$ cat src/sv/breath_note_detector_core_assert.svh
// Assertion macros of the breath note detector, included by bnd_step.
// Depends on nothing; included inside module bodies after the logic.
`ifndef BREATH_NOTE_DETECTOR_CORE_ASSERT_SVH
`define BREATH_NOTE_DETECTOR_CORE_ASSERT_SVH

// Same-cycle implication, checked while out of reset.
`define BND_ASSERT_NOW(lbl, clk, rst_n, ante, cons, msg) \
    lbl: assert property (@(posedge clk) disable iff (!rst_n) (ante) |-> (cons)) \
        else $error(msg);

// Next-cycle implication, checked while out of reset.
`define BND_ASSERT_NEXT(lbl, clk, rst_n, ante, cons, msg) \
    lbl: assert property (@(posedge clk) disable iff (!rst_n) (ante) |=> (cons)) \
        else $error(msg);

`endif

$ cat src/sv/bnd_pkg.sv
// Shared types and constants for the breath note detector.
// Depends on nothing; used by every module of the block.
package bnd_pkg;

    localparam int SAMPLE_BITS_DEF = 12;
    localparam int COUNT_BITS_DEF  = 8;

    localparam int BAND_W  = 10;
    localparam int REQ_W   = 8;
    localparam int INIT_W  = 12;
    localparam int NOTE_W  = 7;
    localparam int VOICE_W = 2;
    localparam int DATA_W  = 32;
    localparam int ADDR_W  = 5;
    localparam int IDX_W   = ADDR_W - 2;

    typedef logic [IDX_W-1:0] t_reg_idx;

    localparam t_reg_idx REG_BAND_OFFSET    = 3'd0;
    localparam t_reg_idx REG_REQUIRED_COUNT = 3'd1;
    localparam t_reg_idx REG_BASELINE_INIT  = 3'd2;
    localparam t_reg_idx REG_BLOW_NOTE      = 3'd3;
    localparam t_reg_idx REG_DRAW_NOTE      = 3'd4;
    localparam t_reg_idx REG_VOICE_SELECT   = 3'd5;

    localparam logic [BAND_W-1:0]  RST_BAND_OFFSET    = 10'd20;
    localparam logic [REQ_W-1:0]   RST_REQUIRED_COUNT = 8'd5;
    localparam logic [INIT_W-1:0]  RST_BASELINE_INIT  = 12'd0;
    localparam logic [NOTE_W-1:0]  RST_BLOW_NOTE      = 7'd60;
    localparam logic [NOTE_W-1:0]  RST_DRAW_NOTE      = 7'd62;
    localparam logic [VOICE_W-1:0] RST_VOICE_SELECT   = 2'd1;

    localparam logic EV_NOTE_ON  = 1'b0;
    localparam logic EV_NOTE_OFF = 1'b1;

    typedef struct packed {
        logic [BAND_W-1:0]  band_offset;
        logic [REQ_W-1:0]   required_count;
        logic [NOTE_W-1:0]  blow_note;
        logic [NOTE_W-1:0]  draw_note;
        logic [VOICE_W-1:0] voice_select;
        logic               baseline_load;
        logic [INIT_W-1:0]  baseline_value;
    } t_cfg;

endpackage

$ cat src/sv/bnd_regs.sv
// Configuration register file of the breath note detector, APB-style port.
// Depends on bnd_pkg; drives the t_cfg bundle consumed by bnd_step.
module bnd_regs (
    input  logic                      i_clk,
    input  logic                      i_rst_n,
    input  logic                      psel,
    input  logic                      penable,
    input  logic                      pwrite,
    input  logic [bnd_pkg::ADDR_W-1:0] paddr,
    input  logic [bnd_pkg::DATA_W-1:0] pwdata,
    output logic [bnd_pkg::DATA_W-1:0] prdata,
    output logic                      pready,
    output bnd_pkg::t_cfg             o_cfg
);
    import bnd_pkg::*;

    logic [BAND_W-1:0]  r_band_offset;
    logic [REQ_W-1:0]   r_required_count;
    logic [INIT_W-1:0]  r_baseline_init;
    logic [NOTE_W-1:0]  r_blow_note;
    logic [NOTE_W-1:0]  r_draw_note;
    logic [VOICE_W-1:0] r_voice_select;

    logic     wr_en;
    t_reg_idx idx;

    assign pready = 1'b1;
    assign wr_en  = psel && penable && pwrite;
    assign idx    = paddr[ADDR_W-1:2];

    always_ff @(posedge i_clk) begin
        if (!i_rst_n) begin
            r_band_offset    <= RST_BAND_OFFSET;
            r_required_count <= RST_REQUIRED_COUNT;
            r_baseline_init  <= RST_BASELINE_INIT;
            r_blow_note      <= RST_BLOW_NOTE;
            r_draw_note      <= RST_DRAW_NOTE;
            r_voice_select   <= RST_VOICE_SELECT;
        end else if (wr_en) begin
            case (idx)
                REG_BAND_OFFSET:    r_band_offset    <= pwdata[BAND_W-1:0];
                REG_REQUIRED_COUNT: r_required_count <= pwdata[REQ_W-1:0];
                REG_BASELINE_INIT:  r_baseline_init  <= pwdata[INIT_W-1:0];
                REG_BLOW_NOTE:      r_blow_note      <= pwdata[NOTE_W-1:0];
                REG_DRAW_NOTE:      r_draw_note      <= pwdata[NOTE_W-1:0];
                REG_VOICE_SELECT:   r_voice_select   <= pwdata[VOICE_W-1:0];
                default: ;
            endcase
        end
    end

    always_comb begin
        case (idx)
            REG_BAND_OFFSET:    prdata = DATA_W'(r_band_offset);
            REG_REQUIRED_COUNT: prdata = DATA_W'(r_required_count);
            REG_BASELINE_INIT:  prdata = DATA_W'(r_baseline_init);
            REG_BLOW_NOTE:      prdata = DATA_W'(r_blow_note);
            REG_DRAW_NOTE:      prdata = DATA_W'(r_draw_note);
            REG_VOICE_SELECT:   prdata = DATA_W'(r_voice_select);
            default:            prdata = '0;
        endcase
    end

    // The baseline state loads at the same edge that writes the register.
    always_comb begin
        o_cfg.band_offset    = r_band_offset;
        o_cfg.required_count = r_required_count;
        o_cfg.blow_note      = r_blow_note;
        o_cfg.draw_note      = r_draw_note;
        o_cfg.voice_select   = r_voice_select;
        o_cfg.baseline_load  = wr_en && (idx == REG_BASELINE_INIT);
        o_cfg.baseline_value = pwdata[INIT_W-1:0];
    end

endmodule

$ cat src/sv/bnd_ema.sv
// Baseline tracker: next baseline = floor((sample + 9*baseline) / 10).
// Depends on bnd_pkg for the default width; used by bnd_step.
module bnd_ema #(
    parameter int SAMPLE_BITS = bnd_pkg::SAMPLE_BITS_DEF
) (
    input  logic [SAMPLE_BITS-1:0] i_sample,
    input  logic [SAMPLE_BITS-1:0] i_baseline,
    output logic [SAMPLE_BITS-1:0] o_baseline
);
    localparam int SUM_W       = SAMPLE_BITS + 4;
    localparam int RECIP_SHIFT = SUM_W + 4;
    localparam longint RECIP_VAL = (longint'(1) << RECIP_SHIFT) / 10 + 1;
    localparam int RECIP_W     = RECIP_SHIFT - 2;
    localparam int PROD_W      = SUM_W + RECIP_W;
    localparam logic [RECIP_W-1:0] RECIP = RECIP_W'(RECIP_VAL);

    logic [SUM_W-1:0]  sum;
    logic [PROD_W-1:0] prod;

    // Divide by ten through a reciprocal; the extra shift bits keep the
    // truncated quotient exact over the whole sum range.
    assign sum        = (SUM_W'(i_baseline) << 3) + SUM_W'(i_baseline) + SUM_W'(i_sample);
    assign prod       = PROD_W'(sum) * PROD_W'(RECIP);
    assign o_baseline = SAMPLE_BITS'(prod >> RECIP_SHIFT);

endmodule

$ cat src/sv/bnd_step.sv
// Sample input register, detector state and event output register.
// Depends on bnd_pkg, bnd_ema and the assertion macro header.
module bnd_step #(
    parameter int SAMPLE_BITS = bnd_pkg::SAMPLE_BITS_DEF,
    parameter int COUNT_BITS  = bnd_pkg::COUNT_BITS_DEF
) (
    input  logic                         i_clk,
    input  logic                         i_rst_n,
    input  bnd_pkg::t_cfg                i_cfg,
    input  logic                         i_sample_valid,
    output logic                         o_sample_ready,
    input  logic [SAMPLE_BITS-1:0]       i_sample,
    output logic                         o_event_valid,
    input  logic                         i_event_ready,
    output logic                         o_event_kind,
    output logic [bnd_pkg::NOTE_W-1:0]   o_note_number,
    output logic [bnd_pkg::VOICE_W-1:0]  o_voice
);
    import bnd_pkg::*;

    localparam int CMP_W = ((SAMPLE_BITS > BAND_W) ? SAMPLE_BITS : BAND_W) + 1;
    localparam int RUN_W = (COUNT_BITS > REQ_W) ? COUNT_BITS : REQ_W;
    localparam logic [COUNT_BITS-1:0] COUNT_MAX = {COUNT_BITS{1'b1}};

    logic                   r_in_valid;
    logic [SAMPLE_BITS-1:0] r_in_sample;

    logic [SAMPLE_BITS-1:0] r_baseline;
    logic [COUNT_BITS-1:0]  r_high_run;
    logic [COUNT_BITS-1:0]  r_low_run;
    logic                   r_sounding;
    logic [NOTE_W-1:0]      r_sounding_note;

    logic                   r_out_valid;
    logic                   r_out_kind;
    logic [NOTE_W-1:0]      r_out_note;
    logic [VOICE_W-1:0]     r_out_voice;

    logic [SAMPLE_BITS-1:0] n_baseline;
    logic [COUNT_BITS-1:0]  n_high_run;
    logic [COUNT_BITS-1:0]  n_low_run;
    logic                   n_sounding;
    logic [NOTE_W-1:0]      n_sounding_note;
    logic                   n_emit;
    logic                   n_kind;
    logic [NOTE_W-1:0]      n_note;

    logic                   out_free;
    logic                   advance;
    logic [CMP_W-1:0]       s_ext;
    logic [CMP_W-1:0]       b_ext;
    logic [CMP_W-1:0]       off_ext;
    logic                   is_high;
    logic                   is_low;
    logic                   is_quiet;
    logic [RUN_W-1:0]       req_ext;
    logic [COUNT_BITS-1:0]  high_inc;
    logic [COUNT_BITS-1:0]  low_inc;
    logic [SAMPLE_BITS-1:0] ema_baseline;

    // A held sample moves on whenever the output register is empty or drained.
    assign out_free       = !r_out_valid || i_event_ready;
    assign advance        = r_in_valid && out_free;
    assign o_sample_ready = !r_in_valid || out_free;

    assign s_ext   = CMP_W'(r_in_sample);
    assign b_ext   = CMP_W'(r_baseline);
    assign off_ext = CMP_W'(i_cfg.band_offset);

    // High takes priority over low and quiet; low is compared as s + off <= b.
    assign is_high  = !r_sounding && (s_ext >= b_ext + off_ext);
    assign is_low   = !r_sounding && !is_high && (s_ext + off_ext <= b_ext);
    assign is_quiet = !is_high && !is_low && (s_ext + off_ext >= b_ext)
                      && (s_ext <= b_ext + off_ext);

    assign req_ext  = RUN_W'(i_cfg.required_count);
    assign high_inc = ((RUN_W'(r_high_run) < req_ext) && (r_high_run != COUNT_MAX))
                      ? r_high_run + 1'b1 : r_high_run;
    assign low_inc  = ((RUN_W'(r_low_run) < req_ext) && (r_low_run != COUNT_MAX))
                      ? r_low_run + 1'b1 : r_low_run;

    bnd_ema #(
        .SAMPLE_BITS(SAMPLE_BITS)
    ) u_ema (
        .i_sample   (r_in_sample),
        .i_baseline (r_baseline),
        .o_baseline (ema_baseline)
    );

    always_comb begin
        n_baseline      = r_baseline;
        n_high_run      = r_high_run;
        n_low_run       = r_low_run;
        n_sounding      = r_sounding;
        n_sounding_note = r_sounding_note;
        n_emit          = 1'b0;
        n_kind          = EV_NOTE_ON;
        n_note          = r_sounding_note;
        if (is_high) begin
            n_high_run = high_inc;
            n_low_run  = '0;
            if (RUN_W'(high_inc) >= req_ext) begin
                n_sounding      = 1'b1;
                n_sounding_note = i_cfg.blow_note;
                n_emit          = 1'b1;
                n_note          = i_cfg.blow_note;
            end
        end else if (is_low) begin
            n_low_run  = low_inc;
            n_high_run = '0;
            if (RUN_W'(low_inc) >= req_ext) begin
                n_sounding      = 1'b1;
                n_sounding_note = i_cfg.draw_note;
                n_emit          = 1'b1;
                n_note          = i_cfg.draw_note;
            end
        end else if (is_quiet) begin
            n_baseline = ema_baseline;
            n_high_run = '0;
            n_low_run  = '0;
            if (r_sounding) begin
                n_emit          = 1'b1;
                n_kind          = EV_NOTE_OFF;
                n_sounding      = 1'b0;
                n_sounding_note = '0;
            end
        end
    end

    always_ff @(posedge i_clk) begin
        if (!i_rst_n) begin
            r_in_valid <= 1'b0;
        end else if (o_sample_ready) begin
            r_in_valid <= i_sample_valid;
        end
    end

    always_ff @(posedge i_clk) begin
        if (o_sample_ready && i_sample_valid) begin
            r_in_sample <= i_sample;
        end
    end

    always_ff @(posedge i_clk) begin
        if (!i_rst_n) begin
            r_baseline      <= SAMPLE_BITS'(RST_BASELINE_INIT);
            r_high_run      <= '0;
            r_low_run       <= '0;
            r_sounding      <= 1'b0;
            r_sounding_note <= '0;
        end else if (i_cfg.baseline_load) begin
            r_baseline <= SAMPLE_BITS'(i_cfg.baseline_value);
        end else if (advance) begin
            r_baseline      <= n_baseline;
            r_high_run      <= n_high_run;
            r_low_run       <= n_low_run;
            r_sounding      <= n_sounding;
            r_sounding_note <= n_sounding_note;
        end
    end

    always_ff @(posedge i_clk) begin
        if (!i_rst_n) begin
            r_out_valid <= 1'b0;
        end else if (out_free) begin
            r_out_valid <= advance && n_emit;
        end
    end

    always_ff @(posedge i_clk) begin
        if (advance && n_emit) begin
            r_out_kind  <= n_kind;
            r_out_note  <= n_note;
            r_out_voice <= i_cfg.voice_select;
        end
    end

    assign o_event_valid = r_out_valid;
    assign o_event_kind  = r_out_kind;
    assign o_note_number = r_out_note;
    assign o_voice       = r_out_voice;

`include "breath_note_detector_core_assert.svh"

    `BND_ASSERT_NOW(a_runs_exclusive, i_clk, i_rst_n, 1'b1, (r_high_run == '0) || (r_low_run == '0), "both run counters are nonzero")
    `BND_ASSERT_NOW(a_idle_note_clear, i_clk, i_rst_n, !r_sounding, r_sounding_note == '0, "note held while silent")
    `BND_ASSERT_NEXT(a_quiet_clears, i_clk, i_rst_n, advance && is_quiet, (r_high_run == '0) && (r_low_run == '0), "quiet sample left a run count")
    `BND_ASSERT_NEXT(a_event_lands, i_clk, i_rst_n, advance && n_emit, r_out_valid, "event lost at the output register")
    `BND_ASSERT_NEXT(a_note_on_sounds, i_clk, i_rst_n, advance && n_emit && (n_kind == EV_NOTE_ON), r_sounding, "note-on without a sounding note")

endmodule

$ cat src/sv/breath_note_detector_core.sv
// Top level of the breath note detector: register file plus detector step.
// Depends on bnd_pkg, bnd_regs, bnd_step and bnd_ema.
//
//  channel  | direction | handshake                          | payload
//  ---------+-----------+------------------------------------+--------------------------
//  sample   | in        | i_sample_valid / o_sample_ready    | i_sample
//  event    | out       | o_event_valid / i_event_ready      | o_event_kind, o_note_number, o_voice
//  config   | in        | psel, penable, pwrite / pready     | paddr, pwdata, prdata
//
// One sample is taken per cycle unless a held sample waits on a full output register;
// a transfer is classified once it is held and the output register is free, and any
// event it raises is valid on the event channel from the end of that cycle.
// The compare, run counters and divide-by-ten baseline update sit between the
// sample register and the event register.
// While an event waits, the block still takes one more sample; the next one
// waits until the event transfer frees the output register.
// Synchronous active-low reset restores the register defaults and clears state.
module breath_note_detector_core #(
    parameter int SAMPLE_BITS = bnd_pkg::SAMPLE_BITS_DEF,
    parameter int COUNT_BITS  = bnd_pkg::COUNT_BITS_DEF
) (
    input  logic                         i_clk,
    input  logic                         i_rst_n,
    input  logic                         psel,
    input  logic                         penable,
    input  logic                         pwrite,
    input  logic [bnd_pkg::ADDR_W-1:0]   paddr,
    input  logic [bnd_pkg::DATA_W-1:0]   pwdata,
    output logic [bnd_pkg::DATA_W-1:0]   prdata,
    output logic                         pready,
    input  logic                         i_sample_valid,
    output logic                         o_sample_ready,
    input  logic [SAMPLE_BITS-1:0]       i_sample,
    output logic                         o_event_valid,
    input  logic                         i_event_ready,
    output logic                         o_event_kind,
    output logic [bnd_pkg::NOTE_W-1:0]   o_note_number,
    output logic [bnd_pkg::VOICE_W-1:0]  o_voice
);
    import bnd_pkg::*;

    t_cfg cfg;

    bnd_regs u_regs (
        .i_clk   (i_clk),
        .i_rst_n (i_rst_n),
        .psel    (psel),
        .penable (penable),
        .pwrite  (pwrite),
        .paddr   (paddr),
        .pwdata  (pwdata),
        .prdata  (prdata),
        .pready  (pready),
        .o_cfg   (cfg)
    );

    bnd_step #(
        .SAMPLE_BITS(SAMPLE_BITS),
        .COUNT_BITS (COUNT_BITS)
    ) u_step (
        .i_clk          (i_clk),
        .i_rst_n        (i_rst_n),
        .i_cfg          (cfg),
        .i_sample_valid (i_sample_valid),
        .o_sample_ready (o_sample_ready),
        .i_sample       (i_sample),
        .o_event_valid  (o_event_valid),
        .i_event_ready  (i_event_ready),
        .o_event_kind   (o_event_kind),
        .o_note_number  (o_note_number),
        .o_voice        (o_voice)
    );

endmodule
$ cat config.mk
export PLATFORM = sky130hd
export DESIGN_NAME = breath_note_detector_core
export DESIGN_NICKNAME = d
export VERILOG_FILES = /design/src/sv/bnd_pkg.sv /design/src/sv/bnd_regs.sv /design/src/sv/bnd_ema.sv /design/src/sv/bnd_step.sv /design/src/sv/breath_note_detector_core.sv
export VERILOG_INCLUDE_DIRS = /design/src /design/src/sv
export SDC_FILE = /design/constraint.sdc
export NUM_CORES = 1
export LEC_CHECK = 0
export BUFFER_PORTS_ARGS = -buffer_cell sky130_fd_sc_hd__buf_2
export CAP_MARGIN = 20
export CELL_PAD_IN_SITES_DETAIL_PLACEMENT = 1
export CELL_PAD_IN_SITES_GLOBAL_PLACEMENT = 1
export CORE_UTILIZATION = 49
export CTS_BUF_LIST = sky130_fd_sc_hd__clkbuf_4
export DETAILED_ROUTE_END_ITERATION = 12
export GPL_TIMING_DRIVEN = 0
export PLACE_DENSITY_LB_ADDON = 0.1
export REMOVE_ABC_BUFFERS = 1
export SYNTH_ARGS = -nofsm -noshare
export SYNTH_HDL_FRONTEND = slang
export SYNTH_SLANG_ARGS = --single-unit
$ cat constraint.sdc
create_clock -name i_clk -period 9.7 [get_ports i_clk]
set_clock_uncertainty 0.1 [all_clocks]
set_input_delay 0 -clock i_clk [delete_from_list [all_inputs] [get_ports i_clk]]
set_output_delay 0 -clock i_clk [all_outputs]
set_load 0.005 [all_outputs]
==> results.cfg <==
[synth]
synth-edff-count = 22
synth_area_leaders = sky130_fd_sc_hd__ha_1 22%, sky130_fd_sc_hd__fa_1 14%, sky130_fd_sc_hd__dfxtp_1 14%
synthDominantAreaCellType = sky130_fd_sc_hd__ha_1
synth_async_sr_flop_share = 0
syn-instance-count = 1368
ys_ff_latch = 106
synthesis.area_per_instance_sq_um = 9.094
yosys_warnings = 0
synth_largest_type_area_fraction = 0.2152
yosysSeqAreaShare = 0.1883
netlist_area_sq_um = 12440
synth_cell_types = 71
commonest_register_cell_after_synthesis = sky130_fd_sc_hd__dfxtp_1

[placement]
hpwlAfterDp_mm = 28.67
port-buffer-count = 57
gp_congestion = 0.9055

[sta]
setup-violations-final = 0
slew_violations = 0
period_needed_ns = 9.096
max_slew_margin = 0.3007
rsz0062_at_grt = false
fmax_ghz = 0.1099
final_tns_setup_ns = 0
slew_at_the_pin_closest_to_its_max_slew_limit_ns = 1.049
layout_worst_path_cycle_share = 0.9377
final-hold-violation-count = 0

[clocking]
clkSinkCount = 106
clk_pin_slew_worst_paths_ns = 0.20
clk_path_buf_depth = 2
tritoncts.num_buffers = 9
htree_num_levels = 3
cts_tree = done
cts-root-buf = sky130_fd_sc_hd__clkbuf_4
clk_latency_ns = 0.52

[run_status]
run_status = complete, no violations

[global_routing]
globalRouteMet2Util = 0.4812
top_usage_layer = met2
grt_start_max_net_pins = 57
gr-usage-all-layers = 0.2817
antenna_found_initial = 0
grt_util_met1 = 0.3733
grt_use_met3 = 0.03621
first_global_vias = 10770
grt_pass1_wl_mm = 57.00
globalRouteOverflowTotal = 0

[setup_path]
path_depth = 34
origin_of_the_worst_setup_path = u_step.r_baseline[3]$_SDFFE_PN0P_
critPathKind = flop to flop
timing.critical_path.required_ns = 10.01
timing.critical_path.fanout_max = 5
critical_path.slowest_cell = sky130_fd_sc_hd__fa_1
worstSetupEndpointType = flop
cpLargestDelayFamily = adder cells
critical_path.startpoint_type = flop
critPathCapture = u_step.r_baseline[8]$_SDFFE_PN0P_
delay_contributed_by_the_slowest_stage_of_the_critical_path_ns = 0.56
rr_endpoint = u_step.r_baseline[8]$_SDFFE_PN0P_
ff2ff_setup_slack_ns = 0.60
ff_to_ff_path_depth = 34
cp_common_cell = sky130_fd_sc_hd__inv_1
reg2reg_from = u_step.r_baseline[3]$_SDFFE_PN0P_
worstPathBufferInverterCount = 6
cp.arrival_ns = 9.41

[detailed_routing]
ant_nets = 0
postRouteWirelength_mm = 34.97
drcViolationCount = 0
drt_first_iter_violations = 534
wire_per_inst_microns = 19.70
via_count = 10080
firstDrtPassIters = 4
post_drt_via_cell_ratio = 5.679

[final_layout]
most-common-layout-cells = 214 x sky130_fd_sc_hd__ha_1, 207 x sky130_fd_sc_hd__inv_1, 98 x sky130_fd_sc_hd__nand2_1
layout_net_count = 1804
mostFrequentLayoutCell = sky130_fd_sc_hd__ha_1
post_route_cells_drive_above_1_share = 0.08477
area_delta_synth_final_pct = 9.373
antennaDiodeCount = 0

[floorplan]
floorplan.initialDensity = 0.5056
die_height_microns = 161.3
dieArea_sq_um = 26030
boundary_pin_count = 101
core_region_area_sq_um = 24600
die_x_microns = 161.3
fp-row-count = 57

[min_path]
timing.hold.worst.class = input pin to flop

[flow_run]
max-cap-violations = 0
[cells in the mapped netlist, types with 5 or more instances]
library cell               number
sky130_fd_sc_hd__a211o_1        8
sky130_fd_sc_hd__a21boi_0      32
sky130_fd_sc_hd__a21o_1        21
sky130_fd_sc_hd__a21oi_1       71
sky130_fd_sc_hd__a221oi_1       5
sky130_fd_sc_hd__and3_1        12
sky130_fd_sc_hd__buf_4         21
sky130_fd_sc_hd__clkbuf_1      29
sky130_fd_sc_hd__dfxtp_1       84
sky130_fd_sc_hd__edfxtp_1      22
sky130_fd_sc_hd__fa_1          88
sky130_fd_sc_hd__ha_1         214
sky130_fd_sc_hd__inv_1        207
sky130_fd_sc_hd__mux2_2         6
sky130_fd_sc_hd__mux2i_1       61
sky130_fd_sc_hd__nand2_1       98
sky130_fd_sc_hd__nand2b_1      11
sky130_fd_sc_hd__nand3_1       20
sky130_fd_sc_hd__nand3b_1       6
sky130_fd_sc_hd__nand4_1        7
sky130_fd_sc_hd__nor2_1        43
sky130_fd_sc_hd__nor2b_1       33
sky130_fd_sc_hd__nor3_1        19
sky130_fd_sc_hd__o21a_1        13
sky130_fd_sc_hd__o21ai_0       61
sky130_fd_sc_hd__o21bai_1      10
sky130_fd_sc_hd__o22a_1         7
sky130_fd_sc_hd__or2_2          7
sky130_fd_sc_hd__or3_1         10
sky130_fd_sc_hd__xnor2_1       49
sky130_fd_sc_hd__xor2_1        19
[area by class of cell]
type	instances	area (sq um)
clock inverter	7	117.6
multi-input combinational	1022	9168
sequential	106	2345
inverter	207	777.0
tap	324	405.4
clock buffer	9	67.56
fill	2876	11000
timing repair buffer	100	726.9
[kinds of logic after synthesis]
family          share of synthesized area
xor+xnor                          0.04787
compound gates                     0.1465
mux                               0.05994
buf+inv                           0.08458
simple gates                       0.1154
other cells                     0.0006037
fa+ha+maj                          0.3568
flops                              0.1883
[per-stage QoR]
stage / cells / hold slack [ns] / cell area, sq um / setup slack (ns) / util
2_1_floorplan: 1335 / -0.07235 / 12240 / 1.543 / -
3_3_place_gp: 1716 / 0.07774 / 12930 / 0.2388 / 0.5254
5_1_grt: 1775 / 0.08181 / 13610 / 0.0004778 / 0.5530
6_report: 1775 / 0.09130 / 13610 / 0.6039 / 0.5530
3_5_place_dp: 1725 / 0.07871 / 13060 / 0.1615 / 0.5306
4_1_cts: 1773 / 0.05388 / 13560 / 0.08121 / 0.5511
[worst min path at each step]
| stage | startpoint | end | slack, ns | cells past startpoint |
|---|---|---|---|---|
| detailed placement | i_sample[8] | u_step.r_in_sample[8]$_DFFE_PP_ | 0.08 | 1 |
| global placement | i_sample[7] | u_step.r_in_sample[7]$_DFFE_PP_ | 0.08 | 1 |
| CTS | i_sample[3] | u_step.r_in_sample[3]$_DFFE_PP_ | 0.05 | 2 |
| floorplan | paddr[4] | prdata[7] | -0.07 | 1 |
| global route | i_sample[8] | u_step.r_in_sample[8]$_DFFE_PP_ | 0.08 | 2 |
| finish | i_sample[8] | u_step.r_in_sample[8]$_DFFE_PP_ | 0.09 | 2 |
[flip-flops by register name (all words and copies together) (netlist names)]
register and count:
u_regs.r_band_offset 10, u_regs.r_baseline_init 12, u_regs.r_blow_note 7, u_regs.r_draw_note 7, u_regs.r_required_count 8, u_regs.r_voice_select 2, u_step.o_event_kind 1, u_step.o_event_valid 1
u_step.o_note_number 7, u_step.o_voice 2, u_step.r_baseline 12, u_step.r_high_run 8, u_step.r_in_sample 12, u_step.r_in_valid 1, u_step.r_low_run 8, u_step.r_sounding 1
u_step.r_sounding_note 7
[layer usage]
metal | up-vias | part of all wire | routed length (microns)
li1 | 4800 | - | -
met3 | 57 | 0.037 | 1296
met5 | - | 0 | 0
met4 | 0 | 0.025 | 886
met1 | 5007 | 0.46 | 16250
met2 | 217 | 0.47 | 16530
[what timing repair did]
item / 4_1_cts / 5_1_grt
endpoints found under the setup margin: 0 / 5
endpoints found under the hold margin: 89 / 0
resized for setup: 0 / 9
buffers inserted: 0 / 1
hold buffers: 32 / 0
Power is left out: the tool's default activity adds up to more than one toggle a clock period on the data nets, which glitch-free logic cannot reach.
